[src/sv/frame_bitmap_allocator_defines.svh]
// Assertion helpers; each expects clk and rst_n in the enclosing module.
`ifndef FRAME_BITMAP_ALLOCATOR_DEFINES_SVH
`define FRAME_BITMAP_ALLOCATOR_DEFINES_SVH

// Same-cycle implication.
`define FBA_ASSERT_NOW(lbl, ante, cons, msg) \
  lbl: assert property (@(posedge clk) disable iff (!rst_n) (ante) |-> (cons)) \
    else $error(msg);

// Next-cycle implication.
`define FBA_ASSERT_NEXT(lbl, ante, cons, msg) \
  lbl: assert property (@(posedge clk) disable iff (!rst_n) (ante) |=> (cons)) \
    else $error(msg);

`endif

[src/sv/fba_pkg.sv]
package fba_pkg;

  localparam int NUM_FRAMES_DEF = 4096;
  localparam int WORD_BITS      = 64;
  localparam int FRAME_SHIFT    = 12;
  localparam int ADDR_W         = 24;
  localparam int STATUS_W       = 2;
  localparam int COUNT_W        = 13;
  localparam int FRAME_NUM_W    = ADDR_W - FRAME_SHIFT;

  localparam logic [COUNT_W-1:0] COUNT_RST = 13'd4096;

  localparam logic [STATUS_W-1:0] ST_OK       = 2'd0;
  localparam logic [STATUS_W-1:0] ST_NO_FRAME = 2'd1;
  localparam logic [STATUS_W-1:0] ST_BEYOND   = 2'd2;

  localparam logic REQ_ALLOC = 1'b0;
  localparam logic REQ_FREE  = 1'b1;

  typedef enum logic [2:0] {
    S_CLR,
    S_IDLE,
    S_SCAN,
    S_FREE,
    S_RESP
  } state_t;

  typedef struct packed {
    logic clr_wr;
    logic load;
    logic scan;
    logic free_op;
    logic resp_load;
  } fba_cmd_t;

  typedef struct packed {
    logic clr_last;
    logic found;
    logic last_word;
    logic out_free;
  } fba_sts_t;

endpackage

[src/sv/fba_ram.sv]
module fba_ram #(
  parameter int WIDTH = 64,
  parameter int DEPTH = 64
) (
  input  logic                                   clk,
  input  logic                                   wr_en,
  input  logic [((DEPTH > 1) ? $clog2(DEPTH) : 1)-1:0] wr_addr,
  input  logic [WIDTH-1:0]                       wr_data,
  input  logic [((DEPTH > 1) ? $clog2(DEPTH) : 1)-1:0] rd_addr,
  output logic [WIDTH-1:0]                       rd_data
);

  logic [WIDTH-1:0] mem [DEPTH];

  always_ff @(posedge clk) begin
    if (wr_en) begin
      mem[wr_addr] <= wr_data;
    end
    rd_data <= mem[rd_addr];
  end

endmodule

[src/sv/fba_ctrl.sv]
module fba_ctrl (
  input  logic              clk,
  input  logic              rst_n,
  input  logic              in_valid,
  input  logic              in_req_type,
  output logic              in_stall,
  output fba_pkg::fba_cmd_t cmd,
  input  fba_pkg::fba_sts_t sts
);
  import fba_pkg::*;

  state_t state_r;
  state_t state_nxt;

  always_ff @(posedge clk) begin
    if (!rst_n) begin
      state_r <= S_CLR;
    end else begin
      state_r <= state_nxt;
    end
  end

  always_comb begin
    state_nxt = state_r;
    case (state_r)
      S_CLR: begin
        if (sts.clr_last) state_nxt = S_IDLE;
      end
      S_IDLE: begin
        if (in_valid) state_nxt = (in_req_type == REQ_FREE) ? S_FREE : S_SCAN;
      end
      S_SCAN: begin
        if (sts.found || sts.last_word) state_nxt = S_RESP;
      end
      S_FREE: begin
        state_nxt = S_RESP;
      end
      S_RESP: begin
        if (sts.out_free) state_nxt = S_IDLE;
      end
      default: state_nxt = S_CLR;
    endcase
  end

  always_comb begin
    cmd      = '0;
    in_stall = 1'b1;
    case (state_r)
      S_CLR:  cmd.clr_wr = 1'b1;
      S_IDLE: begin
        in_stall = 1'b0;
        cmd.load = in_valid;
      end
      S_SCAN: cmd.scan = 1'b1;
      S_FREE: cmd.free_op = 1'b1;
      S_RESP: cmd.resp_load = sts.out_free;
      default: cmd = '0;
    endcase
  end

endmodule

[src/sv/fba_dp.sv]
module fba_dp #(
  parameter int NUM_FRAMES = fba_pkg::NUM_FRAMES_DEF
) (
  input  logic                          clk,
  input  logic                          rst_n,
  input  fba_pkg::fba_cmd_t             cmd,
  output fba_pkg::fba_sts_t             sts,
  input  logic                          in_req_type,
  input  logic [fba_pkg::ADDR_W-1:0]    in_free_addr,
  input  logic                          cfg_wr_en,
  input  logic [fba_pkg::COUNT_W-1:0]   cfg_wr_data,
  input  logic                          out_stall,
  output logic                          out_valid,
  output logic [fba_pkg::ADDR_W-1:0]    out_alloc_addr,
  output logic [fba_pkg::STATUS_W-1:0]  out_status
);
  import fba_pkg::*;

  localparam int MAP_WORDS = (NUM_FRAMES + WORD_BITS - 1) / WORD_BITS;
  localparam int WW        = (MAP_WORDS > 1) ? $clog2(MAP_WORDS) : 1;
  localparam int NW        = $clog2(NUM_FRAMES + 1);
  localparam logic [WW-1:0] LAST_WORD = WW'(MAP_WORDS - 1);

  logic [COUNT_W-1:0]     count_r;
  logic [WW-1:0]          idx_r;
  logic [FRAME_NUM_W-1:0] frame_r;
  logic [ADDR_W-1:0]      res_addr_r;
  logic [STATUS_W-1:0]    res_status_r;
  logic                   out_valid_r;
  logic [ADDR_W-1:0]      out_addr_r;
  logic [STATUS_W-1:0]    out_status_r;

  logic [NW-1:0]          limit;
  logic [WORD_BITS-1:0]   rd_data;
  logic [WORD_BITS-1:0]   avail_mask;
  logic [WORD_BITS-1:0]   free_bits;
  logic [5:0]             bit_pos;
  logic                   found;
  logic                   last_word;
  logic                   beyond;
  logic [WW-1:0]          in_word;
  logic [WW-1:0]          rd_addr;
  logic                   wr_en;
  logic [WORD_BITS-1:0]   wr_data;
  logic [31:0]            limit_words;
  logic [31:0]            addr_full;
  logic [FRAME_NUM_W-1:0] in_frame;

  fba_ram #(.WIDTH(WORD_BITS), .DEPTH(MAP_WORDS)) u_map (
    .clk     (clk),
    .wr_en   (wr_en),
    .wr_addr (idx_r),
    .wr_data (wr_data),
    .rd_addr (rd_addr),
    .rd_data (rd_data)
  );

  // effective frame count saturates at the map size
  always_comb begin
    if (32'(count_r) > 32'(NUM_FRAMES)) limit = NW'(NUM_FRAMES);
    else                                limit = NW'(count_r);
  end

  assign in_frame    = in_free_addr[ADDR_W-1:FRAME_SHIFT];
  assign in_word     = WW'(32'(in_frame) >> 6);
  assign limit_words = 32'(limit) >> 6;
  assign last_word   = (idx_r == LAST_WORD);
  assign beyond      = 32'(frame_r) >= 32'(limit);

  // frames of the current word that lie below the count
  always_comb begin
    for (int i = 0; i < WORD_BITS; i++) begin
      if (limit_words > 32'(idx_r))       avail_mask[i] = 1'b1;
      else if (limit_words == 32'(idx_r)) avail_mask[i] = (6'(i) < limit[5:0]);
      else                                avail_mask[i] = 1'b0;
    end
  end

  assign free_bits = ~rd_data & avail_mask;
  assign found     = |free_bits;

  always_comb begin
    bit_pos = '0;
    for (int i = WORD_BITS - 1; i >= 0; i--) begin
      if (free_bits[i]) bit_pos = 6'(i);
    end
  end

  assign addr_full = (32'(idx_r) << 18) | (32'(bit_pos) << FRAME_SHIFT);

  // prefetch the next word during a scan, else the word of the free address (word 0 for an allocate)
  always_comb begin
    if (cmd.scan) begin
      rd_addr = last_word ? idx_r : idx_r + WW'(1);
    end else begin
      rd_addr = (in_req_type == REQ_FREE) ? in_word : '0;
    end
  end

  always_comb begin
    wr_en   = 1'b0;
    wr_data = '1;
    if (cmd.clr_wr) begin
      wr_en = 1'b1;
    end else if (cmd.scan && found) begin
      wr_en   = 1'b1;
      wr_data = rd_data | (WORD_BITS'(1) << bit_pos);
    end else if (cmd.free_op && !beyond) begin
      wr_en   = 1'b1;
      wr_data = rd_data & ~(WORD_BITS'(1) << frame_r[5:0]);
    end
  end

  always_ff @(posedge clk) begin
    if (!rst_n) begin
      count_r     <= COUNT_RST;
      idx_r       <= '0;
      out_valid_r <= 1'b0;
    end else begin
      if (cfg_wr_en) count_r <= cfg_wr_data;
      if (cmd.clr_wr) begin
        idx_r <= last_word ? '0 : idx_r + WW'(1);
      end else if (cmd.load) begin
        idx_r <= (in_req_type == REQ_FREE) ? in_word : '0;
      end else if (cmd.scan && !found && !last_word) begin
        idx_r <= idx_r + WW'(1);
      end
      if (cmd.resp_load)   out_valid_r <= 1'b1;
      else if (!out_stall) out_valid_r <= 1'b0;
    end
  end

  always_ff @(posedge clk) begin
    if (cmd.load) frame_r <= in_frame;
    if (cmd.scan) begin
      res_addr_r   <= found ? addr_full[ADDR_W-1:0] : '0;
      res_status_r <= found ? ST_OK : ST_NO_FRAME;
    end else if (cmd.free_op) begin
      res_addr_r   <= '0;
      res_status_r <= beyond ? ST_BEYOND : ST_OK;
    end
    if (cmd.resp_load) begin
      out_addr_r   <= res_addr_r;
      out_status_r <= res_status_r;
    end
  end

  assign sts.clr_last  = last_word;
  assign sts.found     = found;
  assign sts.last_word = last_word;
  assign sts.out_free  = !out_valid_r || !out_stall;

  assign out_valid      = out_valid_r;
  assign out_alloc_addr = out_addr_r;
  assign out_status     = out_status_r;

endmodule

[src/sv/frame_bitmap_allocator.sv]
// Channel   Ports                                   Direction
// input     in_valid, in_stall, in_req_type,        request in
//           in_free_addr
// result    out_valid, out_stall, out_alloc_addr,   one result per request
//           out_status
// config    cfg_wr_en, cfg_wr_data                  frame count write
//
// Allocate: the scan reads 1 to NUM_FRAMES/64 words (rounded up) and stops at the first
// word with a free frame below the count; the map RAM returns one 64-bit word per cycle.
// Free: one read-modify-write of the map RAM, with no write for a frame beyond the count.
// After reset the map is filled with ones, one word per cycle over all
// NUM_FRAMES/64 words (rounded up), with in_stall high throughout.
// One request at a time; a finished result waits in the output register
// while the next request is taken.
`include "frame_bitmap_allocator_defines.svh"

module frame_bitmap_allocator #(
  parameter int NUM_FRAMES = fba_pkg::NUM_FRAMES_DEF
) (
  input  logic                          clk,
  input  logic                          rst_n,
  input  logic                          in_valid,
  output logic                          in_stall,
  input  logic                          in_req_type,
  input  logic [fba_pkg::ADDR_W-1:0]    in_free_addr,
  output logic                          out_valid,
  input  logic                          out_stall,
  output logic [fba_pkg::ADDR_W-1:0]    out_alloc_addr,
  output logic [fba_pkg::STATUS_W-1:0]  out_status,
  input  logic                          cfg_wr_en,
  input  logic [fba_pkg::COUNT_W-1:0]   cfg_wr_data
);
  import fba_pkg::*;

  fba_cmd_t cmd;
  fba_sts_t sts;

  fba_ctrl u_ctrl (
    .clk         (clk),
    .rst_n       (rst_n),
    .in_valid    (in_valid),
    .in_req_type (in_req_type),
    .in_stall    (in_stall),
    .cmd         (cmd),
    .sts         (sts)
  );

  fba_dp #(.NUM_FRAMES(NUM_FRAMES)) u_dp (
    .clk            (clk),
    .rst_n          (rst_n),
    .cmd            (cmd),
    .sts            (sts),
    .in_req_type    (in_req_type),
    .in_free_addr   (in_free_addr),
    .cfg_wr_en      (cfg_wr_en),
    .cfg_wr_data    (cfg_wr_data),
    .out_stall      (out_stall),
    .out_valid      (out_valid),
    .out_alloc_addr (out_alloc_addr),
    .out_status     (out_status)
  );

  `FBA_ASSERT_NOW(a_no_accept_in_clear, cmd.clr_wr, in_stall, "transfer during map clear")
  `FBA_ASSERT_NEXT(a_one_at_a_time, in_valid && !in_stall, in_stall, "second request taken")
  `FBA_ASSERT_NOW(a_no_frame_addr_zero, out_valid && out_status == ST_NO_FRAME,
    out_alloc_addr == '0, "no-frame result with nonzero address")
  `FBA_ASSERT_NOW(a_status_code, out_valid,
    out_status == ST_OK || out_status == ST_NO_FRAME || out_status == ST_BEYOND,
    "undefined status code")

endmodule
[config.mk]
export PLATFORM = sky130hd
export DESIGN_NAME = frame_bitmap_allocator
export DESIGN_NICKNAME = d
export VERILOG_FILES = /design/src/sv/fba_pkg.sv /design/src/sv/fba_ram.sv /design/src/sv/fba_ctrl.sv /design/src/sv/fba_dp.sv /design/src/sv/frame_bitmap_allocator.sv
export VERILOG_INCLUDE_DIRS = /design/src /design/src/sv
export SDC_FILE = /design/constraint.sdc
export NUM_CORES = 2
export LEC_CHECK = 0
export BUFFER_PORTS_ARGS = -buffer_cell sky130_fd_sc_hd__buf_4
export CAP_MARGIN = 10
export CORE_ASPECT_RATIO = 1.75
export CORE_MARGIN = 5
export CORE_UTILIZATION = 57
export DETAILED_ROUTE_END_ITERATION = 8
export GPL_TIMING_DRIVEN = 1
export HOLD_SLACK_MARGIN = 0.1
export PLACE_DENSITY_LB_ADDON = 0.15
export SYNTH_ARGS = -nofsm -noshare
export SYNTH_HDL_FRONTEND = slang
export SYNTH_SLANG_ARGS = --single-unit
[constraint.sdc]
create_clock -name clk -period 8.8 [get_ports clk]
set_clock_uncertainty 0.05 [all_clocks]
set_input_delay 1.76 -clock clk [delete_from_list [all_inputs] [get_ports clk]]
set_output_delay 1.76 -clock clk [all_outputs]
set_load 0.05 [all_outputs]
# ---- After elaboration in Yosys (flattened, before gate mapping)
# Memory sizes are Yosys's and may differ from the RTL's. A register that Yosys moved wholly into a read port is not among the register bits.
# Index checks and enable logic that the tools add are counted.
# Widths: inputs -> output; s select.
dict set report classes {
  addsub 1
  order_cmp 67
  eq_ne 11
  n_shift 2
  mux 229
  bitwise_logic 6
  reduce_logical 16
}
# cell n
set op_table {}
lappend op_table {{$mux 6} 71}
lappend op_table {{$lt 6x6->1 const A} 32}
lappend op_table {{$mux 64} 3}
lappend op_table {{$mux 1} 143}
lappend op_table {{$and 64x64->64} 2}
lappend op_table {{$not 64->64} 2}
lappend op_table {{$shl 1x6->64 const A} 2}
lappend op_table {{$lt 5x6->1 const A} 16}
lappend op_table {{$mux 24} 3}
lappend op_table {{$or 64x64->64} 1}
lappend op_table {{$reduce_or 64->1} 1}
lappend op_table {{$lt 4x6->1 const A} 8}
lappend op_table {{$lt 3x6->1 const A} 4}
lappend op_table {{$or 24x18->24} 1}
lappend op_table {{$pmux 3 s5} 1}
lappend op_table {{$ge 12x13->1} 1}
lappend op_table {{$gt 13x13->1 const B} 1}
lappend op_table {{$mux 13} 1}
lappend op_table {{$lt 1x6->1 const A} 2}
lappend op_table {{$lt 2x6->1 const A} 2}
lappend op_table {{$mux 3} 4}
lappend op_table {{$ne 2x1->1 const B} 4}
lappend op_table {{$eq 7x6->1} 1}
lappend op_table {{$gt 7x6->1} 1}
lappend op_table {{14 further kinds} 25}
dict set report totals {
  register_bits 87
  mem_bits_rw 4096
  input_bits 43
  out_inout_bits 28
  word_cells 342
  mem_count 1
}
# name depth width rd rd_clocked_by_memory_dff wr line_no
set memory_table {}
lappend memory_table {u_dp.u_map.mem 64 64 1 1 1 fba_ram.sv:13} ;# logic [WIDTH-1:0] mem [DEPTH];

# ---- Logic depth before layout (Yosys ltp)
dict set report logic_depth {
  depth_word 74
  depth_mapped 21
  mapped_depth_nobuf 13
}

# ---- By module
# A second synthesis with hierarchy kept.
dict set report unflattened {
  hier_cells 7555
  hier_area_um2 163743.3
}
# module instances cells_per_inst area_per_inst_um2 seq_area_each_um2
set by_module_without_submodules {}
lappend by_module_without_submodules {fba_ram 1 6598 156339.9 124279.2}
lappend by_module_without_submodules {fba_dp 1 932 7206.9 1601.5}
lappend by_module_without_submodules {fba_ctrl 1 25 196.4 60.1}

# ---- Worst setup path after synthesis
# Ideal clock, no wire load.
dict set report synth_timing {
  path_kind {register -> register}
  startpoint {register u_dp.count_r[12]}
  endpoint {memory u_dp.u_map.mem[7][0], enable pin}
  setup_ps 564
  arrival_time_ps 8224
  t_required_ps 8186
  path_slack_ps -39
  stages_incl_launch_ff 21
  path_buffers 7
  period_less_slack_ps 8839
  path_cell_list {dfxtp_1 buf_6 clkbuf_1 clkbuf_1 nand2b_1 inv_1 ha_1 and4b_1 buf_4 buf_6 and3_1 buf_4 a21oi_1 o41ai_4 a41oi_1 inv_1 a31o_2 o21ai_1 buf_2 o21ai_1 nor3_1}
}
dict set report synth_between {
  elab_chain_len 12
  word_cells_on_any_way 207
  classes_between {order compare: 67; eq/ne: 1; mux: 134; bitwise: 1; reduce/logical: 4}
}
# item line_no
set synth_rtl {}
lappend synth_rtl {{start: declaration} fba_dp.sv:24} ;# logic [COUNT_W-1:0] count_r;
lappend synth_rtl {{start signal: assignment} fba_dp.sv:120} ;# if (cfg_wr_en) count_r <= cfg_wr_data;
lappend synth_rtl {{$gt 13x13->1} fba_dp.sv:60} ;# if (32'(count_r) > 32'(NUM_FRAMES)) limit = NW'(NUM_FRAMES);
lappend synth_rtl {{$mux 13 (*)} fba_dp.sv:60}
lappend synth_rtl {{$lt 1x6->1 (tied with other cells)} fba_dp.sv:74} ;# else if (limit_words == 32'(idx_r)) avail_mask[i] = (6'(i) < limit[5:0]);
lappend synth_rtl {{$mux 1} fba_dp.sv:74}
lappend synth_rtl {{$mux 1} fba_dp.sv:73} ;# if (limit_words > 32'(idx_r)) avail_mask[i] = 1'b1;
lappend synth_rtl {{$and 64x64->64} fba_dp.sv:79} ;# assign free_bits = ~rd_data & avail_mask;
lappend synth_rtl {{$reduce_or 64->1} fba_dp.sv:80} ;# assign found = |free_bits;
lappend synth_rtl {{$logic_and 1x1->1} fba_dp.sv:105} ;# end else if (cmd.scan && found) begin
lappend synth_rtl {{$mux 1 (*)} fba_dp.sv:105}
lappend synth_rtl {{$mux 1 (*)} fba_dp.sv:103} ;# if (cmd.clr_wr) begin
lappend synth_rtl {{$mux 1 (*)} fba_ram.sv:16} ;# if (wr_en) begin
lappend synth_rtl {{$mux 1 (implied by the code) (*)} fba_ram.sv:17} ;# mem[wr_addr] <= wr_data;
lappend synth_rtl {{end: declaration} fba_ram.sv:13}
# Mark *: on every way between the ends. The rest lies on a longest branch, timed or not.

# ---- Final worst setup path
dict set report layout_timing {
  startpoint {register u_dp.count_r[12]}
  endpoint {memory u_dp.u_map.mem[56][27], data pin}
}
dict set report layout_between {
  elab_chain_len 74
  word_cells_on_any_way 271
  classes_between {order compare: 67; eq/ne: 1; shift: 1; mux: 196; bitwise: 2; reduce/logical: 4}
}
# item line_no
set layout_rtl {}
lappend layout_rtl {{$gt 13x13->1} fba_dp.sv:60}
lappend layout_rtl {{$mux 13 (*)} fba_dp.sv:60}
lappend layout_rtl {{$lt 6x6->1 or $eq 7x6->1 (tied branches)} fba_dp.sv:74}
lappend layout_rtl {{$mux 1} fba_dp.sv:74}
lappend layout_rtl {{$mux 1} fba_dp.sv:73}
lappend layout_rtl {{$and 64x64->64} fba_dp.sv:79}
lappend layout_rtl {{$mux 6 (64 in a row)} fba_dp.sv:85} ;# if (free_bits[i]) bit_pos = 6'(i);
lappend layout_rtl {{$shl 1x6->64} fba_dp.sv:107} ;# wr_data = rd_data | (WORD_BITS'(1) << bit_pos);
lappend layout_rtl {{$or 64x64->64} fba_dp.sv:107}
lappend layout_rtl {{$mux 64 (*)} fba_dp.sv:105}
lappend layout_rtl {{$mux 64 (*)} fba_dp.sv:103}
lappend layout_rtl {{net u_dp.u_map.wr_data[27]} fba_ram.sv:8} ;# input logic [WIDTH-1:0] wr_data,
# The timed path passes the listed nets; every way through them passes the cells marked *.

==> results.cfg <==
[run_status]
outcome = finished clean

[cts]
cts_hold_buf = 0
ctsResizeCount = 0
cts.clk_slew.worst_paths_ps = 60
clk_latency_ps = 990
cts_sinks = 4223
cts_buffers = 370
clk_path_buf_depth = 4
post-cts-setup-buffers = 0
tritoncts = done
cts.htree.levels = 5
root_buffer = clkbuf_16

[routing]
routedWlPerCell_um = 30.60
vias = 113500
drc_errors = 0
highest_layer = met5
vias_per_cell = 6.608
drtPass1Iterations = 6
drt_iter0_drc = 14640
wl_met3_um = 49420
routed_wl_um = 525800
ant_nets = 0
wl_met1_um = 188600
met2_length_um = 254300

[yosys]
yosysWarnings = 0
synthesis.area_sq_um = 170100
yosys-top-cells-area = edfxtp_1 73%, nand2_1 9.2%, a311oi_1 4.0%
synth_top_area_share_pct = 73.01
synthArstFlopShare_pct = 0
synth.largest_area_cell = edfxtp_1
ys_ff_latch = 4223
synth_area_per_cell_sq_um = 12.89
synth_flop_cell = edfxtp_1
netlist_instances = 13200
synth_seq_area_share_pct = 74.04
synth_edf_count = 4136
synth_cell_types = 93

[placed_design]
port_buffers = 46
gp_congestion = 0.9770
dp_hpwl_um = 276100
post-place-ws_ps = 1686

[min_path]
hp-class = flip-flop to flip-flop

[sta]
worst_slew_pin_slew_ps = 1306
fmax_mhz = 135.8
max-slew-margin-rel_pct = 12.72
final_max_slew_viol_count = 0
rsz0062_at_grt = false
fin_ws_ps = 1437
period_needed_ps = 7363
tns_ps = 0
hold_ws_ps = 370.9
min_period_over_period_pct = 83.67
hold_viol_final = 0
setup_viol_count_final = 0

[global_route]
grt_max_degree = 174
grtUsageTotal_pct = 33.01
grt_overflow = 0
grt_pass1_vias = 109300
grt_pass1_wl_um = 748200
antenna_found_initial = 17

[power]
p_leak_nw = 65.24
p_total_mw = 40.98
max-vdd-ir-drop_mv = 0.2109
power_density_nw_per_um2 = 218.0

[die]
core_sq_um = 297400
fp.dieH_um = 732.7
dieArea_sq_um = 309900
rows = 265
start_util_pct = 57.20
die_w_um = 423.0
ios = 71

[layout]
syn2layout_area_growth_pct = 10.51
final_cell_mix = 4160 x nand2_1, 4136 x edfxtp_1, 1087 x nand3_1
final_util_pct = 63.20
num-fill-cells = 21670
final_common_cell = nand2_1
final_net_count = 13070
drive_gt1_share_pct = 8.003

[worst_setup_path]
crit_fanout = 64
crit_type = flip-flop to flip-flop
critPathLaunchType = flip-flop
end_kind = flip-flop
cp.arrival_ps = 7860
critical_path_required_ps = 9300

[job]
cap_violations = 0
[path summary, 6_finish.rpt]
kind                                      startpoint                          endpoint  slack [ps]  depth (start not counted)
setup / recovery       u_dp.count_r[12]$_SDFFE_PN1P_  u_dp.u_map.mem[56][27]$_DFFE_PP_        1440                         14
hold / removal    u_dp.res_status_r[1]$_SDFFCE_PP0P_      u_dp.out_status[1]$_DFFE_PP_         370                          0
setup reg to reg       u_dp.count_r[12]$_SDFFE_PN1P_  u_dp.u_map.mem[56][27]$_DFFE_PP_        1440                         14
hold reg to reg   u_dp.res_status_r[1]$_SDFFCE_PP0P_      u_dp.out_status[1]$_DFFE_PP_         370                          0
[layer usage]
metal / global-route usage [%] / up-vias
met4: 18.05 / 6
met1: 42.29 / 56880
li1: - / 48820
met5: 0 / -
met3: 5.734 / 1333
met2: 54.06 / 6501
[power breakdown]
part           internal, mW  switching, mW
sequential             21.8          0.157
clock                  9.23           7.29
combinational         0.666           1.82
total                  31.7           9.26
[synthesized netlist by cell type (60+ instances only)]
master	n
nand3_1	1087
nor2_1	113
a31oi_1	274
and3_1	521
buf_1	60
a311oi_1	773
dfxtp_1	87
a21oi_1	308
nand2_1	4161
edfxtp_1	4136
clkbuf_1	860
o21ai_0	69
a211oi_1	208
[metrics by stage]
stage	std cells	area, sq um
after global routing	17180	188000
after CTS	17180	187900
after global placement	16500	175800
after floorplan	13210	170200
final	17180	188000
after detailed placement	16500	175800
[registers in the layout, summed over array words and instances (netlist names)]
name,cells
u_ctrl.state_r,3
u_dp.out_alloc_addr,12
u_dp.res_addr_r,12
u_dp.count_r,13
u_dp.idx_r,6
u_dp.out_valid,1
u_dp.out_status,2
u_dp.u_map.rd_data,64
u_dp.res_status_r,2
u_dp.frame_r,12
u_dp.u_map.mem,4096
[critical path: stages, from the launching register on]
cell	delay, ps
dfxtp_1	640
buf_4	390
nand2b_1	180
inv_1	50
ha_1	360
nand3_1	280
nor2_2	780
o21ai_0	570
nand3_1	220
o2bb2ai_1	110
or3_1	500
nor4_2	730
o22ai_1	300
a211oi_2	620
a221o_2	1050
[kinds of logic after synthesis]
kind of cell             Yosys count  synth area share [%]
AND/OR/NAND/NOR                 6067                 15.27
flip-flops                      4223                 74.04
XOR/XNOR                           2               0.01030
multiplexers                      14               0.08238
other                              1              0.002204
buffers and inverters           1013                 2.314
AO/OA/AOI/OAI                   1858                 8.136
adder cells (fa/ha/maj)           20                0.1471
[final cells by class]
type,count,area (sq um),share of cell area (%)
Clock inverter,214,2366,1.259
Multi-Input combinational cell,7973,41130,21.88
Timing Repair Buffer,397,3769,2.005
Clock buffer,462,9778,5.202
Inverter,39,146.4,0.07788
Tap cell,3871,4843,2.577
Sequential cell,4223,125900,67.00
Antenna cell,3,7.507,0.003994
Note: power is estimated with default switching activity, not from simulation.
